===== src/hw/rtl/mcra_pkg.sv =====
package mcra_pkg;

    localparam int CH_W   = 5;
    localparam int TGT_W  = 4;
    localparam int MASK_W = 1 << TGT_W;

    // configuration register indexes
    localparam logic CFG_RESERVE_LOW  = 1'b0;
    localparam logic CFG_RESERVE_HIGH = 1'b1;

    typedef struct packed {
        logic [CH_W-1:0] out_channel;
        logic            was_remapped;
        logic            no_free;
    } t_result;

    typedef struct packed {
        logic             we;
        logic             clr;
        logic [TGT_W-1:0] idx;
        logic [TGT_W-1:0] target;
    } t_tbl_wr;

    typedef struct packed {
        logic             valid;
        logic [TGT_W-1:0] target;
    } t_tbl_rd;

endpackage


===== src/hw/rtl/mcra_in_if.sv =====
interface mcra_in_if;
    logic                      valid;
    logic                      ready;
    logic                      command;
    logic [mcra_pkg::CH_W-1:0] in_channel;

    modport source (output valid, output command, output in_channel, input ready);
    modport sink   (input valid, input command, input in_channel, output ready);
endinterface


===== src/hw/rtl/mcra_out_if.sv =====
interface mcra_out_if;
    logic                      valid;
    logic                      ready;
    logic [mcra_pkg::CH_W-1:0] out_channel;
    logic                      was_remapped;
    logic                      no_free;

    modport source (output valid, output out_channel, output was_remapped, output no_free,
                    input ready);
    modport sink   (input valid, input out_channel, input was_remapped, input no_free,
                    output ready);
endinterface


===== src/hw/rtl/midi_channel_remap_allocator.sv =====
// Channel  Dir  Handshake        Payload
// i_in     in   valid / ready    command, in_channel
// o_out    out  valid / ready    out_channel, was_remapped, no_free
// i_cfg    in   write enable     i_cfg_idx, i_cfg_data
//
// An in-range item makes one table pass that gathers the claimed targets and, when
// it needs a new target and its own entry holds none, a downward candidate walk
// over the same single table read port. An out-of-range item skips both.
// The result sits in an output register; a stalled output holds the next finished
// item in the sequencer until the register frees. Reset clears the table's valid bits.
module midi_channel_remap_allocator #(
    parameter int NUM_CHANNELS = 16
) (
    input  logic            i_clk,
    input  logic            i_rst_n,
    mcra_in_if.sink         i_in,
    mcra_out_if.source      o_out,
    input  logic            i_cfg_we,
    input  logic            i_cfg_idx,
    input  logic            i_cfg_data
);
    localparam int IW = $clog2(NUM_CHANNELS);

    logic                    r_reserve_low;
    logic                    r_reserve_high;
    logic                    r_out_valid;
    mcra_pkg::t_result       r_out;

    logic                    slot_free;
    logic                    res_load;
    mcra_pkg::t_result       res;
    logic [IW-1:0]           rd_addr;
    mcra_pkg::t_tbl_rd       rd;
    mcra_pkg::t_tbl_wr       wr;

    always_ff @(posedge i_clk) begin
        if (!i_rst_n) begin
            r_reserve_low  <= 1'b1;
            r_reserve_high <= 1'b0;
        end else if (i_cfg_we) begin
            unique case (i_cfg_idx)
                mcra_pkg::CFG_RESERVE_LOW:  r_reserve_low  <= i_cfg_data;
                mcra_pkg::CFG_RESERVE_HIGH: r_reserve_high <= i_cfg_data;
                default: ;
            endcase
        end
    end

    assign slot_free = !r_out_valid || o_out.ready;

    always_ff @(posedge i_clk) begin
        if (!i_rst_n) begin
            r_out_valid <= 1'b0;
        end else if (res_load) begin
            r_out_valid <= 1'b1;
        end else if (o_out.ready) begin
            r_out_valid <= 1'b0;
        end
    end

    always_ff @(posedge i_clk) begin
        if (res_load) begin
            r_out <= res;
        end
    end

    mcra_seq #(.NUM_CHANNELS(NUM_CHANNELS)) u_seq (
        .i_clk          (i_clk),
        .i_rst_n        (i_rst_n),
        .i_in_valid     (i_in.valid),
        .o_in_ready     (i_in.ready),
        .i_command      (i_in.command),
        .i_in_channel   (i_in.in_channel),
        .i_reserve_low  (r_reserve_low),
        .i_reserve_high (r_reserve_high),
        .i_slot_free    (slot_free),
        .o_res_load     (res_load),
        .o_res          (res),
        .o_rd_addr      (rd_addr),
        .i_rd           (rd),
        .o_wr           (wr)
    );

    mcra_table #(.NUM_CHANNELS(NUM_CHANNELS)) u_table (
        .i_clk     (i_clk),
        .i_rst_n   (i_rst_n),
        .i_rd_addr (rd_addr),
        .o_rd      (rd),
        .i_wr      (wr)
    );

    assign o_out.valid        = r_out_valid;
    assign o_out.out_channel  = r_out.out_channel;
    assign o_out.was_remapped = r_out.was_remapped;
    assign o_out.no_free      = r_out.no_free;

endmodule


===== src/hw/rtl/mcra_table.sv =====
module mcra_table #(
    parameter int NUM_CHANNELS = 16
) (
    input  logic                              i_clk,
    input  logic                              i_rst_n,
    input  logic [$clog2(NUM_CHANNELS)-1:0]   i_rd_addr,
    output mcra_pkg::t_tbl_rd                 o_rd,
    input  mcra_pkg::t_tbl_wr                 i_wr
);
    localparam int IW = $clog2(NUM_CHANNELS);

    logic [NUM_CHANNELS-1:0]           r_valid;
    logic [mcra_pkg::TGT_W-1:0]        r_target [NUM_CHANNELS];

    always_ff @(posedge i_clk) begin
        if (!i_rst_n) begin
            r_valid <= '0;
        end else if (i_wr.we) begin
            r_valid[i_wr.idx[IW-1:0]] <= !i_wr.clr;
        end
    end

    always_ff @(posedge i_clk) begin
        if (i_wr.we) begin
            r_target[i_wr.idx[IW-1:0]] <= i_wr.clr ? '0 : i_wr.target;
        end
    end

    assign o_rd.valid  = r_valid[i_rd_addr];
    assign o_rd.target = r_target[i_rd_addr];

endmodule


===== src/hw/rtl/mcra_seq.sv =====
module mcra_seq #(
    parameter int NUM_CHANNELS = 16
) (
    input  logic                              i_clk,
    input  logic                              i_rst_n,
    input  logic                              i_in_valid,
    output logic                              o_in_ready,
    input  logic                              i_command,
    input  logic [mcra_pkg::CH_W-1:0]         i_in_channel,
    input  logic                              i_reserve_low,
    input  logic                              i_reserve_high,
    input  logic                              i_slot_free,
    output logic                              o_res_load,
    output mcra_pkg::t_result                 o_res,
    output logic [$clog2(NUM_CHANNELS)-1:0]   o_rd_addr,
    input  mcra_pkg::t_tbl_rd                 i_rd,
    output mcra_pkg::t_tbl_wr                 o_wr
);
    localparam int IW = $clog2(NUM_CHANNELS);
    localparam logic [IW-1:0] LAST = IW'(NUM_CHANNELS - 1);

    typedef enum logic [2:0] {
        S_IDLE,
        S_SCAN,
        S_DECIDE,
        S_SEARCH,
        S_DONE
    } t_state;

    t_state                          r_state;
    logic                            r_cmd;
    logic                            r_inr;
    logic [IW-1:0]                   r_idx;
    logic [IW-1:0]                   r_ptr;
    logic [IW-1:0]                   r_lo;
    logic [mcra_pkg::MASK_W-1:0]     r_tmask;
    logic                            r_cap_valid;
    logic [mcra_pkg::TGT_W-1:0]      r_cap_tgt;
    logic                            r_alloc;
    mcra_pkg::t_result               r_res;

    logic                            need;
    logic                            cand_free;
    logic [IW-1:0]                   hi;
    logic [IW-1:0]                   lo;
    logic                            in_range;

    assign in_range = (i_in_channel != '0) &&
                      (i_in_channel <= mcra_pkg::CH_W'(NUM_CHANNELS));
    assign need = (r_idx == '0 && i_reserve_low) ||
                  (r_idx == LAST && i_reserve_high) ||
                  r_cap_valid || r_tmask[mcra_pkg::TGT_W'(r_idx)];
    assign hi = LAST - IW'(i_reserve_high);
    assign lo = IW'(i_reserve_low);
    assign cand_free = !i_rd.valid && !r_tmask[mcra_pkg::TGT_W'(r_ptr)];

    always_ff @(posedge i_clk) begin
        if (!i_rst_n) begin
            r_state <= S_IDLE;
        end else begin
            unique case (r_state)
                S_IDLE: begin
                    if (i_in_valid) begin
                        r_cmd       <= i_command;
                        r_inr       <= in_range;
                        r_idx       <= IW'(i_in_channel - mcra_pkg::CH_W'(1));
                        r_ptr       <= '0;
                        r_tmask     <= '0;
                        r_cap_valid <= 1'b0;
                        r_alloc     <= 1'b0;
                        r_res       <= '{out_channel: i_in_channel, was_remapped: 1'b0,
                                         no_free: 1'b0};
                        r_state     <= in_range ? S_SCAN : S_DONE;
                    end
                end
                S_SCAN: begin
                    // collect every claimed target and pick up our own entry
                    if (i_rd.valid) begin
                        r_tmask[i_rd.target] <= 1'b1;
                    end
                    if (r_ptr == r_idx) begin
                        r_cap_valid <= i_rd.valid;
                        r_cap_tgt   <= i_rd.target;
                    end
                    if (r_ptr == LAST) begin
                        r_state <= S_DECIDE;
                    end else begin
                        r_ptr <= r_ptr + 1'b1;
                    end
                end
                S_DECIDE: begin
                    r_ptr <= hi;
                    r_lo  <= lo;
                    priority if (!need) begin
                        r_state <= S_DONE;
                    end else if (r_cap_valid) begin
                        r_res   <= '{out_channel: mcra_pkg::CH_W'(r_cap_tgt) +
                                                  mcra_pkg::CH_W'(1),
                                     was_remapped: 1'b1, no_free: 1'b0};
                        r_state <= S_DONE;
                    end else if (hi < lo) begin
                        r_res   <= '{out_channel: '0, was_remapped: 1'b0, no_free: 1'b1};
                        r_state <= S_DONE;
                    end else begin
                        r_state <= S_SEARCH;
                    end
                end
                S_SEARCH: begin
                    // walk candidates from the top down
                    priority if (cand_free) begin
                        r_alloc <= 1'b1;
                        r_res   <= '{out_channel: mcra_pkg::CH_W'(r_ptr) + mcra_pkg::CH_W'(1),
                                     was_remapped: 1'b1, no_free: 1'b0};
                        r_state <= S_DONE;
                    end else if (r_ptr == r_lo) begin
                        r_res   <= '{out_channel: '0, was_remapped: 1'b0, no_free: 1'b1};
                        r_state <= S_DONE;
                    end else begin
                        r_ptr <= r_ptr - 1'b1;
                    end
                end
                S_DONE: begin
                    if (i_slot_free) begin
                        r_state <= S_IDLE;
                    end
                end
                default: r_state <= S_IDLE;
            endcase
        end
    end

    assign o_in_ready = (r_state == S_IDLE);
    assign o_res_load = (r_state == S_DONE) && i_slot_free;
    assign o_res      = r_res;
    assign o_rd_addr  = r_ptr;

    always_comb begin
        o_wr.we     = o_res_load && r_inr && (r_cmd || r_alloc);
        o_wr.clr    = r_cmd;
        o_wr.idx    = mcra_pkg::TGT_W'(r_idx);
        o_wr.target = mcra_pkg::TGT_W'(r_ptr);
    end

endmodule


===== src/flat_wrapper.sv =====
// flat-port wrapper written by rule: the top's interface ports become plain ports
module midi_channel_remap_allocator_flat 
#(
    parameter int NUM_CHANNELS = 16
)
  (i_clk, i_rst_n, i_cfg_we, i_cfg_idx, i_cfg_data, i_in_valid, i_in_command, i_in_in_channel, i_in_ready, o_out_valid, o_out_out_channel, o_out_was_remapped, o_out_no_free, o_out_ready);
  mcra_in_if i_in_i ();
  mcra_out_if o_out_i ();
  input  logic i_clk;
  input  logic i_rst_n;
  input  logic i_cfg_we;
  input  logic i_cfg_idx;
  input  logic i_cfg_data;
  input wire logic [$bits(i_in_i.valid)-1:0] i_in_valid;
  input wire logic [$bits(i_in_i.command)-1:0] i_in_command;
  input wire logic [$bits(i_in_i.in_channel)-1:0] i_in_in_channel;
  output wire logic [$bits(i_in_i.ready)-1:0] i_in_ready;
  output wire logic [$bits(o_out_i.valid)-1:0] o_out_valid;
  output wire logic [$bits(o_out_i.out_channel)-1:0] o_out_out_channel;
  output wire logic [$bits(o_out_i.was_remapped)-1:0] o_out_was_remapped;
  output wire logic [$bits(o_out_i.no_free)-1:0] o_out_no_free;
  input wire logic [$bits(o_out_i.ready)-1:0] o_out_ready;
  assign i_in_i.valid = i_in_valid;
  assign i_in_i.command = i_in_command;
  assign i_in_i.in_channel = i_in_in_channel;
  assign i_in_ready = i_in_i.ready;
  assign o_out_valid = o_out_i.valid;
  assign o_out_out_channel = o_out_i.out_channel;
  assign o_out_was_remapped = o_out_i.was_remapped;
  assign o_out_no_free = o_out_i.no_free;
  assign o_out_i.ready = o_out_ready;
  midi_channel_remap_allocator #(.NUM_CHANNELS(NUM_CHANNELS)) u_core (.i_clk(i_clk), .i_rst_n(i_rst_n), .i_in(i_in_i), .o_out(o_out_i), .i_cfg_we(i_cfg_we), .i_cfg_idx(i_cfg_idx), .i_cfg_data(i_cfg_data));
endmodule

===== config.mk =====
export PLATFORM = sky130hd
export DESIGN_NAME = midi_channel_remap_allocator_flat
export DESIGN_NICKNAME = d
export VERILOG_FILES = /design/src/hw/rtl/mcra_pkg.sv /design/src/hw/rtl/mcra_in_if.sv /design/src/hw/rtl/mcra_out_if.sv /design/src/hw/rtl/midi_channel_remap_allocator.sv /design/src/hw/rtl/mcra_table.sv /design/src/hw/rtl/mcra_seq.sv /design/src/flat_wrapper.sv
export SDC_FILE = /design/constraint.sdc
export NUM_CORES = 1
export LEC_CHECK = 0
export BUFFER_PORTS_ARGS = -buffer_cell sky130_fd_sc_hd__buf_2
export CAP_MARGIN = 20
export CORE_MARGIN = 4
export CORE_UTILIZATION = 62
export CTS_CLUSTER_SIZE = 12
export DETAILED_ROUTE_END_ITERATION = 16
export GPL_TIMING_DRIVEN = 1
export MAX_ROUTING_LAYER = met4
export PLACE_DENSITY = 0.8
export SETUP_SLACK_MARGIN = 0.5
export SLEW_MARGIN = 25
export SYNTH_ARGS = -nofsm -noshare
export SYNTH_HDL_FRONTEND = slang
export SYNTH_SLANG_ARGS = --single-unit
export TNS_END_PERCENT = 100

===== constraint.sdc =====
create_clock -name i_clk -period 3.5 [get_ports i_clk]
set_input_delay 0.7 -clock i_clk [delete_from_list [all_inputs] [get_ports i_clk]]
set_output_delay 0.7 -clock i_clk [all_outputs]
set_load 0.01 [all_outputs]

==> impl_metrics.json, run 1 <==
{
  "fmaxAchievable_ghz": 0.3544,
  "ir_worst_vdd_uv": 483.4,
  "finalCritPeriodShare_pct": 80.61,
  "path_clk_slew_ns": 0.06,
  "postRouteAntennaNets": 0,
  "clk_path_buf_depth": 2,
  "syn_to_final_growth_pct": 14.12,
  "synthFlopType": "edfxtp_1",
  "first_pass_iters": 5,
  "grt_pass1_vias": 3992,
  "total_leakage_power_uw": 0.002533,
  "status": "completed",
  "highest_layer": "met4",
  "critPathLaunchType": "flop",
  "powerDensity_nw_per_um2": 673.2,
  "gp_congestion": 0.9491,
  "cpMostUsedCell": "buf_4",
  "whs_ns": 0.3627,
  "relSlewSlack_pct": 42.57,
  "wl_met1_um": 5494,
  "syn-num-nets": 481,
  "drt_iter0_markers": 359,
  "vias_per_cell": 6.340,
  "finalPower_uw": 4805,
  "synth_top_area_cell": "edfxtp_1",
  "finalSetupTns_ns": 0,
  "fin_crit_ns": 2.821,
  "place_area_sq_um": 6491,
  "antennaDiodeCount": 0,
  "crit_family": "multiplexers",
  "fin_util_pct": 72.69,
  "critPathKind": "reg2reg",
  "grt_pass1_wl_um": 21310,
  "synth_top_area_share_pct": 53.29,
  "ys_warn_count": 0,
  "clock_sink_count": 137,
  "dp_hpwl_um": 9338,
  "syn_area_sq_um": 6255,
  "synth_cell_types": 55,
  "rsz0062_at_grt": "false",
  "nets": 506,
  "critPathArrivalTime_ns": 3.06,
  "clock_skew_ns": 0.009383,
  "drcViolationCount": 0,
  "ys_top_cells_by_count": "edfxtp_1, nor2_1, a21oi_1",
  "core_sq_um": 9819,
  "io_pins": 22,
  "synthArstFlopShare_pct": 0,
  "end_kind": "flop",
  "cpMaxStageDelayCell": "mux4_2",
  "fin_area_sq_um": 7138,
  "hold_viol": 0,
  "slew_violations": 0,
  "avgRoutedWirePerCell_um": 21.22,
  "hold_class": "in2reg",
  "antenna_found_initial": 0,
  "start_util_pct": 63.70,
  "cp_max_fo": 13,
  "die_y_um": 108.4,
  "htreeDepth": 4,
  "worstPathRequired_ns": 3.73,
  "worstPathBufferInverterCount": 2,
  "synth_cells": 462,
  "cts_root_buf": "clkbuf_8",
  "synth_most_common_cell": "edfxtp_1",
  "synth_edf_count": 111,
  "wl_um": 13430,
  "ys_top_cells_by_area": "edfxtp_1, mux4_2, dfxtp_1",
  "clock_latency_ns": 0.53,
  "overflow": 0,
  "max_stage_delay_ns": 0.53,
  "die_area_sq_um": 11760,
  "route.met2.wl_um": 6487,
  "ys_seq_area_share_pct": 61.61,
  "portBuffers": 21,
  "cts_tree": "done",
  "route.met3.wl_um": 1057,
  "fp-row-count": 36,
  "avgSynthCellArea_sq_um": 13.54,
  "grt_max_degree": 24,
  "ys_ff_latch": 137,
  "drive_gt1_share_pct": 21.60,
  "drv_cap": 0,
  "numCtsBuffers": 17,
  "via_count": 4013,
  "holdBufCountCts": 0,
  "crit_path_cell_trace": "buf_4 -> mux4_2 -> a22oi_1 -> nand3_1 -> nor2_4 -> nor3_1 -> a211oi_1 -> buf_4",
  "setup_violations": 0,
  "die_x_um": 108.4,
  "worst_slew_pin_slew_ns": 0.8548,
  "grtUsageTotal_pct": 25.76
}
==> logic make-up after synthesis <==
family | Yosys count | share of synthesized area [%]
flip-flops | 137 | 61.61
adder cells (fa/ha/maj) | 6 | 1.320
buffers and inverters | 33 | 2.220
XOR/XNOR | 13 | 1.820
AND/OR/NAND/NOR | 150 | 12.00
multiplexers | 36 | 11.64
AO/OA/AOI/OAI | 87 | 9.382
==> power breakdown <==
group	internal, uW	switching [uW]	total [uW]
clock network	1190	688	1880
registers	1900	128	2030
logic	349	543	892
total	3450	1360	4810
==> registers in the layout, indices dropped and copies added, names as in the netlist, 3 cells and up, named ones only <==
signal                    count
u_core.u_table.r_target      64
u_core.u_seq.r_tmask         16
u_core.u_table.r_valid       16
u_core.u_seq.o_res            7
u_core.o_out.out_channel      5
u_core.u_seq.o_rd_addr        4
u_core.u_seq.r_cap_tgt        4
u_core.u_seq.r_idx            4
u_core.u_seq.r_state          3
==> repair_timing <==
item	CTS	global route
resized for setup	0	1
setup buffers	0	0
setup endpoints to repair	0	1
==> layout by cell type (no fill, tap or decap), drive strengths merged, types with 3 or more instances in the layout <==
| cell type | netlist | layout |
|---|---|---|
| nor2b | 12 | 12 |
| xnor2 | 8 | 8 |
| clkbuf | 16 | 18 |
| o21ai | 10 | 10 |
| a22oi | 13 | 13 |
| or2 | 3 | 3 |
| ha | 5 | 5 |
| dfxtp | 26 | 26 |
| and3 | 3 | 3 |
| a21oi | 33 | 33 |
| mux4 | 29 | 29 |
| edfxtp | 111 | 111 |
| mux2 | 4 | 4 |
| mux2i | 3 | 3 |
| o211a | 7 | 7 |
| buf | 8 | 30 |
| nor3 | 10 | 10 |
| nand3 | 9 | 9 |
| or3 | 5 | 5 |
| a211oi | 12 | 12 |
| and2 | 3 | 3 |
| nor2 | 56 | 56 |
| bufinv | 0 | 4 |
| nand2 | 31 | 31 |
| inv | 9 | 15 |
| nand2b | 10 | 10 |
| xor2 | 5 | 5 |
==> final timing paths <==
path / startpoint / end / slack [ns] / depth (start not counted)
setup reg to reg: u_core.u_seq.o_rd_addr[0] / u_core.u_seq.o_res[2] / 0.68 / 8
hold reg to reg: u_core.u_seq.o_res[1] / u_core.o_out.was_remapped / 0.42 / 0
hold / removal: i_in_command / u_core.u_seq.r_cmd / 0.36 / 1
setup / recovery: u_core.u_seq.o_rd_addr[0] / u_core.u_seq.o_res[2] / 0.68 / 8
==> cell type report <==
type                            instances  area [sq um]
Clock buffer                           18         427.9
Timing Repair Buffer                   30         172.7
Clock inverter                         14         207.7
Multi-Input combinational cell        292          2275
Sequential cell                       137          3855
Inverter                                9         33.78
Tap cell                              133         166.4
Fill cell                             670          2681
==> through the flow <==
step	instances	worst slack, ns
6_report	633	0.6787
5_1_grt	633	0.5028
4_1_cts	633	0.6970
3_5_place_dp	601	0.7172
3_3_place_gp	601	0.8087
2_1_floorplan	462	0.7649
==> metal layers <==
metal	global-route usage (%)	up-vias
li1	-	1826
met1	34.43	1966
met2	38.26	186
met3	6.328	35
met4	10.64	0
met5	-	-
No activity file was read; power rests on OpenSTA's default activity.
==> inputs of run 2 (changes only) <==
--- a/config.mk
+++ b/config.mk
@@ -5,15 +5,16 @@
 export SDC_FILE = /design/constraint.sdc
 export NUM_CORES = 1
 export LEC_CHECK = 0
+export ABC_AREA = 1
 export BUFFER_PORTS_ARGS = -buffer_cell sky130_fd_sc_hd__buf_2
 export CAP_MARGIN = 20
 export CORE_MARGIN = 4
-export CORE_UTILIZATION = 62
+export CORE_UTILIZATION = 56
 export CTS_CLUSTER_SIZE = 12
 export DETAILED_ROUTE_END_ITERATION = 16
 export GPL_TIMING_DRIVEN = 1
 export MAX_ROUTING_LAYER = met4
-export PLACE_DENSITY = 0.8
+export PLACE_DENSITY = 0.76
 export SETUP_SLACK_MARGIN = 0.5
 export SLEW_MARGIN = 25
 export SYNTH_ARGS = -nofsm -noshare
==> constraint.sdc (replaced) <==
create_clock -name i_clk -period 2.3 [get_ports i_clk]
set_input_delay 0.46 -clock i_clk [delete_from_list [all_inputs] [get_ports i_clk]]
set_output_delay 0.46 -clock i_clk [all_outputs]
set_load 0.01 [all_outputs]
==> run 2 against run 1 <==
Clock-buffer cell count unchanged. Synthesized area up 6.0%. Cell count up 50%. Worst setup slack worse by 0.38 ns. Via count up 36%. Total power is 140% higher. Die area is 16% higher. Sequential share of layout area decreased by 9.2 points. Clock power grew 48%. Largest cell class unchanged.
==> impl_metrics.json, run 2 <==
{
  "reg2reg_to": "u_core.u_seq.r_tmask[7]",
  "ys_warn_count": 0,
  "die_y_um": 116.8,
  "drcViolationCount": 0,
  "core_sq_um": 11520,
  "powerDensity_nw_per_um2": 1327,
  "fmaxAchievable_ghz": 0.4986,
  "status": "completed",
  "postRouteAntennaNets": 0,
  "dp_hpwl_um": 10940,
  "fp-row-count": 39,
  "hold_start": "i_in_command",
  "worstReg2RegStart": "u_core.u_seq.o_rd_addr[0]",
  "relSlewSlack_pct": 49.91,
  "n_fill_cell": 728,
  "avgSynthCellArea_sq_um": 9.338,
  "first_pass_iters": 5,
  "drv_cap": 0,
  "critPathArrivalTime_ns": 2.15,
  "syn_area_sq_um": 6630,
  "synth_top_area_share_pct": 50.27,
  "synth_cells": 710,
  "final_common_cell": "nand2_1",
  "cts_tree": "done",
  "path_clk_slew_ns": 0.06,
  "portBuffers": 21,
  "grt_pass1_vias": 5183,
  "cts_root_buf": "clkbuf_16",
  "synth_cell_types": 35,
  "synth_top_area_cell": "edfxtp_1",
  "hold_depth": 1,
  "clock_skew_ns": 0.006009,
  "worst_slew_pin_slew_ns": 0.7505,
  "start_util_pct": 57.57,
  "die_x_um": 116.8,
  "fin_crit_ns": 2.005,
  "finalSetupTns_ns": 0,
  "grt_pass1_wl_um": 26900,
  "grtUsageTotal_pct": 27.34,
  "via_count": 5448,
  "ys_ff_latch": 137,
  "clock_latency_ns": 0.42,
  "clk_path_buf_depth": 2,
  "cp_max_fo": 9,
  "drive_gt1_share_pct": 31.43,
  "syn_to_final_growth_pct": 30.08,
  "largest_register_ffs": 64,
  "rsz0062_at_grt": "true",
  "avgRoutedWirePerCell_um": 18.49,
  "clock_sink_count": 137,
  "holdBufCountCts": 0,
  "synthFlopType": "edfxtp_1",
  "vias_per_cell": 5.747,
  "htreeDepth": 4,
  "synthArstFlopShare_pct": 0,
  "r2r_slack_ns": 0.29,
  "hold_viol": 0,
  "antennaDiodeCount": 0,
  "antenna_found_initial": 0,
  "holdPathEnd": "u_core.u_seq.r_cmd",
  "gp_congestion": 0.9446,
  "grt_max_degree": 33,
  "drt_iter0_markers": 609,
  "ys_seq_area_share_pct": 58.12,
  "setup_violations": 0,
  "die_area_sq_um": 13640,
  "worstPathRequired_ns": 2.44,
  "numCtsBuffers": 17,
  "placed_cells": 867,
  "synth_edf_count": 111,
  "overflow": 0,
  "finalCritPeriodShare_pct": 87.19,
  "critPathLaunchType": "flop",
  "synth_most_common_cell": "nand2_1",
  "rr_worst_depth": 13,
  "instances_no_fill": 948,
  "syn-num-nets": 729,
  "io_pins": 22,
  "hold_class": "in2reg",
  "total_leakage_power_uw": 0.003570,
  "critPathKind": "reg2reg",
  "end_kind": "flop",
  "final_cell_mix": "nand2_1, edfxtp_1, inv_1",
  "nets": 811,
  "wl_um": 17530,
  "slew_violations": 0,
  "ys_top_cells_by_count": "nand2_1, edfxtp_1, inv_1",
  "ir_worst_vdd_uv": 758.6,
  "ys_top_cells_by_area": "edfxtp_1, nand2_1, dfxtp_1"
}
==> run 2: worst max-delay path, cell delays in order (launching register included) <==
cell	delay [ns]
edfxtp_1	0.42
buf_6	0.16
buf_12	0.13
nand2_1	0.06
nand3_1	0.08
nand3_2	0.07
nand3_2	0.07
nand2_2	0.11
inv_2	0.07
nor2_4	0.11
nor2_4	0.05
nor2_4	0.14
buf_12	0.12
buf_16	0.11
==> run 2: power breakdown <==
group / internal, uW / switching (uW) / total, uW
clock: 1740 / 1050 / 2780
combinational: 2090 / 3140 / 5230
sequential: 3180 / 242 / 3430
==> run 2: cell type report <==
cell class | instances | area (sq um) | share of cell area (%)
sequential | 137 | 3867 | 44.84
multi-input combinational | 430 | 2635 | 30.55
timing repair buffer | 88 | 870.8 | 10.10
inverter | 118 | 462.9 | 5.368
clock buffer | 18 | 439.2 | 5.092
tap | 143 | 178.9 | 2.075
clock inverter | 14 | 170.2 | 1.973
==> run 2: logic make-up after synthesis <==
kind of cell / synth area share, %
compound gates: 11.12
fa+ha+maj: 1.246
simple gates: 18.14
buf+inv: 9.530
flops: 58.12
xor+xnor: 1.849
==> run 2: what timing repair did <==
| item | 4_1_cts | 5_1_grt |
|---|---|---|
| gates cloned | 6 | 0 |
| buffers inserted | 35 | 8 |
| gates resized for setup | 110 | 61 |
| pin swaps | 47 | 53 |
| setup endpoints to repair | 151 | 143 |
| hold endpoints to repair | 0 | 0 |
==> run 2: layer usage <==
layer / vias up / track usage [%] / wire, um / part of all wire (%)
met5: - / - / 0 / 0
met2: 271 / 42.81 / 8613 / 49
met3: 42 / 5.964 / 1353 / 7.7
li1: 2530 / - / - / -
met4: 0 / 10.24 / 397 / 2.3
met1: 2605 / 35.22 / 7168 / 41
==> run 2: worst max-delay path by stage <==
stage	start	to	cells after the start
6_report	u_core.u_seq.o_rd_addr[0]	u_core.u_seq.r_tmask[7]	13
5_1_grt	u_core.u_seq.o_rd_addr[0]	u_core.u_seq.r_tmask[7]	13
4_1_cts	u_core.u_seq.o_rd_addr[0]	u_core.u_seq.o_res[1]	13
3_5_place_dp	u_core.u_seq.o_rd_addr[0]	u_core.u_seq.r_tmask[13]	10
3_3_place_gp	u_core.u_seq.o_rd_addr[0]	u_core.u_seq.r_tmask[12]	10
2_1_floorplan	u_core.u_seq.o_rd_addr[0]	u_core.u_seq.r_tmask[0]	11
==> run 2: metrics by stage <==
step | setup slack (ns) | utilization (%) | instance area, sq um | hold slack [ns] | power [uW]
after floorplan | 0.3649 | - | 6654 | 0.4003 | 5687
after global placement | 0.2160 | 60.15 | 6927 | 0.4045 | 6528
after detailed placement | 0.1998 | 60.17 | 6929 | 0.4045 | 6597
after CTS | 0.3570 | 72.47 | 8346 | 0.2057 | 10750
after global routing | 0.1914 | 74.89 | 8625 | 0.2000 | 11900
final | 0.2945 | 74.89 | 8625 | 0.2180 | 11440
==> inputs of run 3 (changes only) <==
--- a/config.mk
+++ b/config.mk
@@ -6,15 +6,15 @@
 export NUM_CORES = 1
 export LEC_CHECK = 0
 export ABC_AREA = 1
-export BUFFER_PORTS_ARGS = -buffer_cell sky130_fd_sc_hd__buf_2
 export CAP_MARGIN = 20
+export CORE_ASPECT_RATIO = 2
 export CORE_MARGIN = 4
-export CORE_UTILIZATION = 56
+export CORE_UTILIZATION = 40
 export CTS_CLUSTER_SIZE = 12
 export DETAILED_ROUTE_END_ITERATION = 16
+export DONT_BUFFER_PORTS = 1
 export GPL_TIMING_DRIVEN = 1
 export MAX_ROUTING_LAYER = met4
-export PLACE_DENSITY = 0.76
 export SETUP_SLACK_MARGIN = 0.5
 export SLEW_MARGIN = 25
 export SYNTH_ARGS = -nofsm -noshare
==> run 3 against run 2 <==
Sequential power about the same. Critical path type unchanged. Clock-buffer cell count unchanged. Largest cell class unchanged. Global-route usage down 7.2 points. Via count down 3.1%.
==> impl_metrics.json, run 3 (synthesis gave the netlist of run 2 again) <==
{
  "status": "completed",
  "switching_share_pct": 39.93,
  "clock_skew_ns": 0.01028,
  "drive_gt1_share_pct": 32.45,
  "gp_congestion": 0.9105,
  "wl_um": 18870,
  "grt_pass1_vias": 5350,
  "vias_per_cell": 5.314,
  "cp_max_fo": 8,
  "clk_path_buf_depth": 2,
  "worstPathRequired_ns": 2.44,
  "power_frac_clock_pct": 23.7,
  "total_leakage_power_uw": 0.003577,
  "drv_cap": 0,
  "critPathKind": "reg2reg",
  "powerDensity_nw_per_um2": 1321,
  "hold_class": "in2reg",
  "critPathLaunchType": "flop",
  "finalSetupTns_ns": 0,
  "internal-power_uw": 6961,
  "largest_register_ffs": 64,
  "fmaxAchievable_ghz": 0.4837,
  "antennaDiodeCount": 0,
  "finalPower_uw": 11590,
  "drt_iter0_markers": 386,
  "start_util_pct": 40.76,
  "finalCritPeriodShare_pct": 89.88,
  "slew_violations": 0,
  "grt.met1_usage_pct": 17.68,
  "die_y_um": 190.1,
  "cts_root_buf": "clkbuf_16",
  "avgRoutedWirePerCell_um": 19.00,
  "comb_power_share_pct": 46.6,
  "fp-row-count": 66,
  "postRouteAntennaNets": 0,
  "setup_violations": 0,
  "instances_no_fill": 993,
  "grt-busiest-layer": "met2",
  "clock_sink_count": 137,
  "drcViolationCount": 0,
  "worst_slew_pin_slew_ns": 0.5578,
  "grtUsageTotal_pct": 20.15,
  "crit_path_cell_trace": "buf_6 -> buf_12 -> nand2_1 -> nand3_1 -> nand3_2 -> nand3_2 -> nand2_2 -> nor2_4 -> nand2_4 -> inv_4 -> nor2_4 -> clkbuf_16",
  "final_cell_mix": "nand2_1, edfxtp_1, inv_1",
  "first_pass_iters": 4,
  "final_common_cell": "nand2_1",
  "io_pins": 22,
  "core_sq_um": 16270,
  "via_count": 5277,
  "path_clk_slew_ns": 0.06,
  "max_stage_delay_ns": 0.49,
  "ir_worst_vdd_uv": 733.1,
  "dp_hpwl_um": 12780,
  "htreeDepth": 4,
  "die_area_sq_um": 18820,
  "clock_latency_ns": 0.42,
  "overflow": 0,
  "cts_tree": "done",
  "grt_pass1_wl_um": 27730,
  "relSlewSlack_pct": 62.67,
  "fin_crit_ns": 2.067,
  "end_kind": "flop",
  "seqPwrFrac_pct": 29.7,
  "syn_to_final_growth_pct": 32.33,
  "numCtsBuffers": 17,
  "grt_max_degree": 29,
  "rsz0062_at_grt": "true",
  "gr-usage-met2_pct": 37.95,
  "cpMaxStageDelayCell": "edfxtp_1",
  "hold_viol": 0,
  "placed_cells": 909,
  "die_x_um": 99.04,
  "antenna_found_initial": 0,
  "portBuffers": 0,
  "critPathArrivalTime_ns": 2.21,
  "nets": 795,
  "power.switching_uw": 4626,
  "use_met3_pct": 3.633
}
[run 3: changes by cell type in the layout (fill, tap and decap cells not counted), moves of 4 or more]
cell | before | now
nand3_1 | 40 | 36
nand2_2 | 19 | 26
nand2_1 | 134 | 122
nor2_1 | 28 | 32
clkbuf_16 | 17 | 21
buf_4 | 41 | 45
o21ai_1 | 25 | 21
buf_2 | 22 | 0
[run 3: power by group through the flow]
stage | Clock (uW) | Sequential [uW] | Combinational, uW
global route | 2910 | 3470 | 5710
finish | 2750 | 3450 | 5400
detailed placement | 0 | 3480 | 3190
global placement | 0 | 3470 | 3180
floorplan | 0 | 3360 | 2330
CTS | 2780 | 3460 | 4180
[run 3: metrics by stage]
stage / setup WS (ns) / utilization, % / area [sq um] / hold slack [ns]
global route: 0.1968 / 53.93 / 8773 / 0.1138
CTS: 0.3230 / 49.90 / 8118 / 0.1181
floorplan: 0.3649 / - / 6654 / 0.4003
global placement: 0.1977 / 42.49 / 6913 / 0.4066
detailed placement: 0.1434 / 42.49 / 6913 / 0.4080
finish: 0.2327 / 53.93 / 8773 / 0.1309
[run 3: layout make-up]
type                       count  area [sq um]
multi-input combinational    430          2758
inverter                     118         465.4
clock inverter                14         165.2
clock buffer                  18         439.2
tap                          204         255.2
sequential                   137          3867
timing repair buffer          72         823.3
fill                        1366          7495
[run 3: what timing repair did]
action / in CTS / in global routing
hold buffers: 0 / 0
buffers inserted: 28 / 16
pin swaps: 27 / 59
setup endpoints to repair: 139 / 132
cloned: 4 / 4
resized for setup: 70 / 123
[run 3: final timing paths]
| kind | end | slack [ns] | from | cells past startpoint |
|---|---|---|---|---|
| setup / recovery | u_core.u_seq.o_rd_addr[2] | 0.23 | u_core.u_seq.o_rd_addr[0] | 12 |
| hold / removal | u_core.u_seq.r_cmd | 0.13 | i_in_command | 0 |
| setup reg to reg | u_core.u_seq.o_rd_addr[2] | 0.23 | u_core.u_seq.o_rd_addr[0] | 12 |
| hold reg to reg | u_core.o_out.no_free | 0.42 | u_core.u_seq.o_res[0] | 0 |
[run 3: metal layers]
layer	up-vias	share of wire (%)
li1	2494	-
met1	2517	33
met2	171	57
met3	95	2.9
met4	0	7.4
met5	-	0
[run 3: worst max-delay path: cells and delay by family (launching register included)]
kind	cells	cell delay, ns
buffers and inverters	4	0.54
DFF	1	0.49
and+or+nand+nor	8	0.75
